### src/design/sidm_pkg.sv
// ----------------------------------------------------------------------------
// sidm_pkg
// Shared types, codes and constants of the sorted id map lookup block.
// ----------------------------------------------------------------------------
package sidm_pkg;

   localparam int TABLE_DEPTH_DEF = 256;

   localparam int KeyW   = 32;
   localparam int FieldW = 31;
   localparam int TotalW = 9;
   localparam int CmdW   = 2;
   localparam int StatW  = 2;

   localparam int ReqDataW = 2 * KeyW;
   localparam int RspDataW = FieldW + TotalW;

   // Command codes carried on req_tuser.
   localparam logic [CmdW-1:0] CMD_CLEAR  = 2'd0;
   localparam logic [CmdW-1:0] CMD_LOAD   = 2'd1;
   localparam logic [CmdW-1:0] CMD_SEARCH = 2'd2;

   // Status codes carried on rsp_tuser.
   localparam logic [StatW-1:0] STAT_OK        = 2'd0;
   localparam logic [StatW-1:0] STAT_NOT_FOUND = 2'd1;
   localparam logic [StatW-1:0] STAT_FULL      = 2'd2;
   localparam logic [StatW-1:0] STAT_INVALID   = 2'd3;

   typedef struct packed {
      logic [FieldW-1:0] id;
      logic [FieldW-1:0] content;
   } entry_type;

   // Commands from the controller to the datapath.
   typedef struct packed {
      logic              latch_req;
      logic              clear_cnt;
      logic              ins_rd;
      logic              ins_shift;
      logic              ins_place;
      logic              srch_init;
      logic              srch_rd;
      logic              srch_lo;
      logic              srch_hi;
      logic              load_rsp;
      logic              rsp_found;
      logic [StatW-1:0]  rsp_status;
   } dp_cmd_type;

   // Status from the datapath to the controller.
   typedef struct packed {
      logic [CmdW-1:0]   command;
      logic              key_neg;
      logic              val_neg;
      logic              full;
      logic              pos_zero;
      logic              range_empty;
      logic              probe_lt;
      logic              probe_eq;
      logic              probe_gt;
   } dp_stat_type;

endpackage

### src/design/sidm_ctrl.sv
// ----------------------------------------------------------------------------
// sidm_ctrl
// Controller: sequences clear, insertion and binary search steps and owns
// the handshakes of both channels.
// ----------------------------------------------------------------------------
module sidm_ctrl (
   input  logic                   clock,
   input  logic                   reset,
   input  logic                   req_tvalid,
   output logic                   req_tready,
   output logic                   rsp_tvalid,
   input  logic                   rsp_tready,
   input  sidm_pkg::dp_stat_type  stat,
   output sidm_pkg::dp_cmd_type   cmd
);
   import sidm_pkg::*;

   localparam logic [2:0] ST_IDLE     = 3'd0;
   localparam logic [2:0] ST_DECODE   = 3'd1;
   localparam logic [2:0] ST_INS_RD   = 3'd2;
   localparam logic [2:0] ST_INS_CMP  = 3'd3;
   localparam logic [2:0] ST_SRCH_RD  = 3'd4;
   localparam logic [2:0] ST_SRCH_CMP = 3'd5;
   localparam logic [2:0] ST_DONE     = 3'd6;

   logic [2:0]       state_ff, state_in;
   logic [StatW-1:0] status_ff, status_in;
   logic             found_ff, found_in;
   logic             valid_ff, valid_in;
   logic             slot_free;

   assign slot_free  = !valid_ff || rsp_tready;
   assign req_tready = (state_ff == ST_IDLE) && !reset;
   assign rsp_tvalid = valid_ff;

   always_comb begin
      state_in       = state_ff;
      status_in      = status_ff;
      found_in       = found_ff;
      cmd            = '0;
      cmd.rsp_status = status_ff;
      cmd.rsp_found  = found_ff;
      case (state_ff)
         ST_IDLE: begin
            if (req_tvalid) begin
               cmd.latch_req = 1'b1;
               state_in      = ST_DECODE;
            end
         end
         ST_DECODE: begin
            status_in = STAT_OK;
            found_in  = 1'b0;
            state_in  = ST_DONE;
            case (stat.command)
               CMD_CLEAR: begin
                  cmd.clear_cnt = 1'b1;
               end
               CMD_LOAD: begin
                  // The invalid check takes priority over the full check.
                  if (stat.key_neg || stat.val_neg) begin
                     status_in = STAT_INVALID;
                  end else if (stat.full) begin
                     status_in = STAT_FULL;
                  end else begin
                     state_in = ST_INS_RD;
                  end
               end
               CMD_SEARCH: begin
                  if (stat.key_neg) begin
                     status_in = STAT_NOT_FOUND;
                  end else begin
                     cmd.srch_init = 1'b1;
                     state_in      = ST_SRCH_RD;
                  end
               end
               default: begin
               end
            endcase
         end
         ST_INS_RD: begin
            if (stat.pos_zero) begin
               cmd.ins_place = 1'b1;
               state_in      = ST_DONE;
            end else begin
               cmd.ins_rd = 1'b1;
               state_in   = ST_INS_CMP;
            end
         end
         ST_INS_CMP: begin
            // Larger entries move up one place; equal ids stay below the new one.
            if (stat.probe_gt) begin
               cmd.ins_shift = 1'b1;
               state_in      = ST_INS_RD;
            end else begin
               cmd.ins_place = 1'b1;
               state_in      = ST_DONE;
            end
         end
         ST_SRCH_RD: begin
            if (stat.range_empty) begin
               status_in = STAT_NOT_FOUND;
               state_in  = ST_DONE;
            end else begin
               cmd.srch_rd = 1'b1;
               state_in    = ST_SRCH_CMP;
            end
         end
         ST_SRCH_CMP: begin
            if (stat.probe_eq) begin
               found_in = 1'b1;
               state_in = ST_DONE;
            end else if (stat.probe_lt) begin
               cmd.srch_lo = 1'b1;
               state_in    = ST_SRCH_RD;
            end else begin
               cmd.srch_hi = 1'b1;
               state_in    = ST_SRCH_RD;
            end
         end
         ST_DONE: begin
            if (slot_free) begin
               cmd.load_rsp = 1'b1;
               state_in     = ST_IDLE;
            end
         end
         default: begin
            state_in = ST_IDLE;
         end
      endcase
   end

   always_comb begin
      valid_in = valid_ff;
      if (cmd.load_rsp) begin
         valid_in = 1'b1;
      end else if (rsp_tready) begin
         valid_in = 1'b0;
      end
   end

   always_ff @(posedge clock) begin
      if (reset) begin
         state_ff <= ST_IDLE;
         valid_ff <= 1'b0;
      end else begin
         state_ff <= state_in;
         valid_ff <= valid_in;
      end
   end

   always_ff @(posedge clock) begin
      status_ff <= status_in;
      found_ff  <= found_in;
   end

endmodule

### config.mk
export PLATFORM = sky130hd
export DESIGN_NAME = sidm_ctrl
export DESIGN_NICKNAME = d
export VERILOG_FILES = /design/src/design/sidm_pkg.sv /design/src/design/sidm_ctrl.sv
export SDC_FILE = /design/constraint.sdc
export NUM_CORES = 1
export LEC_CHECK = 0
export BUFFER_PORTS_ARGS = -buffer_cell sky130_fd_sc_hd__buf_2
export CAP_MARGIN = 20
export CORE_UTILIZATION = 30
export DETAILED_ROUTE_END_ITERATION = 7
export GPL_ROUTABILITY_DRIVEN = 1
export PLACE_DENSITY_LB_ADDON = 0.25
export REMOVE_ABC_BUFFERS = 1
export SLEW_MARGIN = 10
export SYNTH_ARGS = -nofsm -noshare
export SYNTH_HDL_FRONTEND = slang
export SYNTH_SLANG_ARGS = --single-unit
### constraint.sdc
create_clock -name clock -period 1.12 [get_ports clock]
set_input_delay 0.056 -clock clock [delete_from_list [all_inputs] [get_ports clock]]
set_output_delay 0.056 -clock clock [all_outputs]
set_load 0.01 [all_outputs]
* Word level (Yosys, flattened, before mapping)
Cells that the tools add are included. Widths: inputs -> output; s select.
Storage, ports and cells: bits in registers 7, latch bits 0, memory bits (writable) 0, bits in read-only memories 0, input bits 14, output and inout port bits 15, logic and storage cells 72, memories 0
Cells by class: add/subtract/negate cells 0, $mul 0, div/mod/pow operators 0, magnitude comparators 0, eq/ne operators 12, shifts and indexed selects 0, mux-type cells 43, bitwise operators 0, reductions and logical operators 13
Operator list (number):
- $mux 1 | 23
- $pmux 3 s7 | 1
- $mux 3 | 6
- $mux 2 | 8
- $eq 3x3->1 const B | 3
- $ne 2x2->1 const B | 4
- $pmux 2 s2 | 2
- $eq 3x2->1 const B | 2
- $pmux 3 s2 | 1
- $reduce_and 2->1 | 3
- $reduce_bool 2->1 | 3
- $pmux 1 s2 | 2
- $eq 3x1->1 const B | 1
- $logic_not 3->1 | 1
- $eq 2x1->1 const B | 1
- $eq 2x2->1 const B | 1
- $logic_not 1->1 | 2
- $logic_not 2->1 | 1
- $logic_or 1x1->1 | 2
- $logic_and 1x1->1 | 1

* Logic depth before layout (Yosys ltp)
depth in word-level cells 5, mapped depth 6, depth with buffers taken out 6

* Worst setup path after synthesis
No wires, ideal clock.
path type input to register, start point input port stat[8] in the netlist's numbering, end point register state_ff[2], setup time 0.141 ns, arrival 1.084 ns, data required time 0.979 ns, slack -0.105 ns, stages 5, buffers on the path 0, path through inv_1 -> ha_1 -> or3b_1 -> a311oi_2 -> o32ai_1
On the way: longest elaborated chain between the ends 3, elaborated cells on any way between the ends 4, those cells by class eq/ne: 2; mux: 2
Ends and longest elaborated chain:
- from (decl) | RTL line sidm_ctrl.sv:13 | input sidm_pkg::dp_stat_type stat,
- $eq 2x2->1 / $eq 2x1->1 (equally long branches) | RTL line sidm_ctrl.sv:54 | case (stat.command)
- $pmux 3 s2 (*) | RTL line sidm_ctrl.sv:54
- $pmux 3 s7 (*) | RTL line sidm_ctrl.sv:43 | case (state_ff)
- to (signal assigned) | RTL line sidm_ctrl.sv:146 | state_ff <= state_in;
- to (decl) | RTL line sidm_ctrl.sv:26 | logic [2:0] state_ff, state_in;
Mark *: on every way between the ends. The rest lies on a longest branch, timed or not. A chain may end at the register's enable or synchronous reset.

==> impl_metrics.env <==
export IMPL_status="complete, but fails checks"
export IMPL_failed_checks="negative setup slack"
export IMPL_r2r_slack_ns=-0.16
export IMPL_num_rows=15
export IMPL_finalPower_mw=2.192
export IMPL_io_buffers=28
export IMPL_min_from="reset"
export IMPL_drc=0
export IMPL_startpoint_type="flip-flop"
export IMPL_syn_to_final_growth_pct=86.03
export IMPL_hp_class="input port to flip-flop"
export IMPL_numClockSinks=7
export IMPL_setup_ws_ns=-0.1840
export IMPL_cp_required_ns=1.06
export IMPL_nets=134
export IMPL_dp_hpwl_um=1116
export IMPL_r2r_end="status_ff[0]$_SDFFCE_PN1P_"
export IMPL_skew_ns=0.002008
export IMPL_rsz0062_at_grt="true"
export IMPL_finalSetupViolations=19
export IMPL_ir_drop_mv=1.174
export IMPL_cp_max_fo=7
export IMPL_ios=29
export IMPL_grt_util_all_layers=0.1703
export IMPL_hold_buffers=0
export IMPL_mostFrequentLayoutCells="buf_2, buf_4, buf_6"
export IMPL_ys_warnings_count=0
export IMPL_synthDistinctLibCells=32
export IMPL_period_minus_slack_ns=1.304
export IMPL_top_usage_layer="met2"
export IMPL_fin_area_um2=1050
export IMPL_die_h_um=45.37
export IMPL_place_congestion=0.7265
export IMPL_place_ws_ns=-0.2120
export IMPL_synth_seq_area_share=0.3016
export IMPL_synth_top_area_frac=0.1596
export IMPL_yosys_area_top_type="edfxtp_1"
export IMPL_grt_pass1_vias=640
export IMPL_firstDrtPassIters=4
export IMPL_grt_max_degree=8
export IMPL_drt_iter0_drc=11
export IMPL_cp_arrival_ns=1.25
export IMPL_die_area_um2=2058
export IMPL_grt_use_met3=0.03175
export IMPL_finalCoreUtilization=0.6014
export IMPL_hold_depth=2
export IMPL_use_met2=0.2928
export IMPL_whs_endpoint="rsp_tvalid$_SDFFE_PP0P_"
export IMPL_crit_chain="buf_6 > and2b_2 > nor2b_1 > buf_2"
export IMPL_finalCritPeriodShare=1.164
export IMPL_initial_core_util=0.3233
export IMPL_drive_gt1_frac=0.6724
export IMPL_p_per_area_nw_per_um2=2088
export IMPL_grt_overflow=0
export IMPL_maxSlewViolCount=0
export IMPL_numCtsBuffers=3
export IMPL_syn_inst=67
export IMPL_crit_slowest_cell="dfxtp_4"
export IMPL_netlist_area_um2=564.3
export IMPL_clkTransAtPathRegs_ns=0.06
export IMPL_postSynthAreaPerCell_um2=8.422
export IMPL_cts_root_buf="clkbuf_4"
export IMPL_max_stage_delay_ns=0.38
export IMPL_max_freq_ghz=0.7669
export IMPL_clock_latency_ns=0.25
export IMPL_rr_worst_depth=4
export IMPL_cts_tree="done"
export IMPL_crit_type="flip-flop to output pin"
export IMPL_via_per_inst=4.787
export IMPL_die_w_um=45.37
export IMPL_htree_num_levels=1
export IMPL_leakage_nw=0.5014
export IMPL_drtAntennaViolNets=0
export IMPL_cp_num_buf_inv=2
export IMPL_avgRoutedWirePerCell_um=11.34
export IMPL_diodes=0
export IMPL_place_area_um2=828.3
export IMPL_finalHoldViolations=0
export IMPL_worst_slew_margin_rel=0.7756
export IMPL_vias=675
export IMPL_drv_cap=0
export IMPL_synth_seq_cells=7
export IMPL_synth_area_leaders="edfxtp_1, dfxtp_1, ha_1, nand2_1, buf_4"
export IMPL_finalWirelength_um=1599
export IMPL_tightest_slew_ns=0.3340
export IMPL_antenna_found_initial=0
export IMPL_endpoint_kind="output pin"
export IMPL_cts_path_max_buffers=2
export IMPL_core_area_um2=1745
export IMPL_final_common_cell="buf_2"
export IMPL_grt_pass1_wl_um=2511
export IMPL_cp_top_family="flip-flops"
export IMPL_met1_usage=0.1966
export IMPL_r2r_start="state_ff[0]$_SDFFE_PP0P_"
## sequential cells by signal, indices dropped and copies added (netlist names)
signal / flops
state_ff: 3
status_ff: 2
found_ff: 1
rsp_tvalid: 1
## worst reg2reg max path, stage by stage, from the launching register on
cell	delay (ns)
dfxtp_4	0.38
buf_6	0.13
and2b_2	0.24
buf_6	0.12
a21o_2	0.17
## metrics by stage
step	hold WS (ns)	cells	setup TNS (ns)
3_5_place_dp	0.2953	132	-1.042
6_report	0.04494	141	-1.945
4_1_cts	0.02938	140	-1.905
2_1_floorplan	0.1251	62	-0.8862
3_3_place_gp	0.2939	132	-0.8798
5_1_grt	0.05343	141	-2.836
## cell families (layout without fill, tap and decap cells)
| family | after synthesis | count (layout) | share of synthesized area |
|---|---|---|---|
| AND/OR/NAND/NOR | 36 | 36 | 0.3681 |
| adder cells (fa/ha/maj) | 3 | 3 | 0.06653 |
| multiplexers | 1 | 1 | 0.01995 |
| AO/OA/AOI/OAI | 12 | 12 | 0.1618 |
| flip-flops | 7 | 7 | 0.3016 |
| buffers and inverters | 8 | 57 | 0.08203 |
## synthesized netlist by cell type
library cell,count
a211oi_1,1
a21o_1,1
a21o_2,1
a21oi_1,3
a222oi_1,1
a311oi_2,1
and2_4,1
and2b_1,1
and3_1,1
buf_2,1
buf_4,4
dfxtp_1,4
edfxtp_1,3
ha_1,3
inv_1,3
mux2_2,1
nand2_1,9
nand2b_1,4
nand3b_1,3
nor2_1,5
nor2b_1,2
nor2b_2,1
nor3_1,3
nor3_2,1
nor3b_1,2
nor4_1,1
nor4b_1,1
o21ai_0,1
o21ai_1,1
o32ai_1,1
o41ai_1,1
or3b_1,1
## power breakdown
group,total (mW),switching [mW],internal (mW)
clock,0.235,0.0985,0.136
sequential,0.520,0.119,0.401
combinational,1.44,0.608,0.829
## routing by layer
layer  vias to the layer above  part of all wire  routed length, um
met4                         0            0.0050                  8
met3                         2             0.039                 63
met2                        20              0.53                852
li1                        336                 -                  -
met5                         -                 0                  0
met1                       317              0.42                675
## layout make-up
class	instances	area (um^2)
fillers	156	695.7
multi-input cells	52	449.2
repair buffers	50	350.3
flip-flops and latches	7	181.4
well taps	25	31.28
clock buffers	4	26.28
inverters	3	11.26
## how the worst max path moves through the flow
stage | startpoint | end | slack, ns | cells after the start
after floorplan | state_ff[0]$_SDFFE_PP0P_ | state_ff[1]$_SDFFE_PP0P_ | -0.20 | 3
after global placement | stat[8] | state_ff[2]$_SDFFE_PP0P_ | -0.16 | 6
after detailed placement | stat[8] | state_ff[2]$_SDFFE_PP0P_ | -0.21 | 6
after CTS | state_ff[2]$_SDFFE_PP0P_ | cmd[6] | -0.17 | 4
after global routing | state_ff[2]$_SDFFE_PP0P_ | cmd[6] | -0.23 | 4
final | state_ff[0]$_SDFFE_PP0P_ | cmd[6] | -0.18 | 4
## timing repair
item                       in CTS  in global routing
gates resized for setup        27                 10
pin swaps                       6                  5
setup buffers                   4                  1
setup endpoints to repair      19                 19
Note: power is estimated with default switching activity, not from simulation.
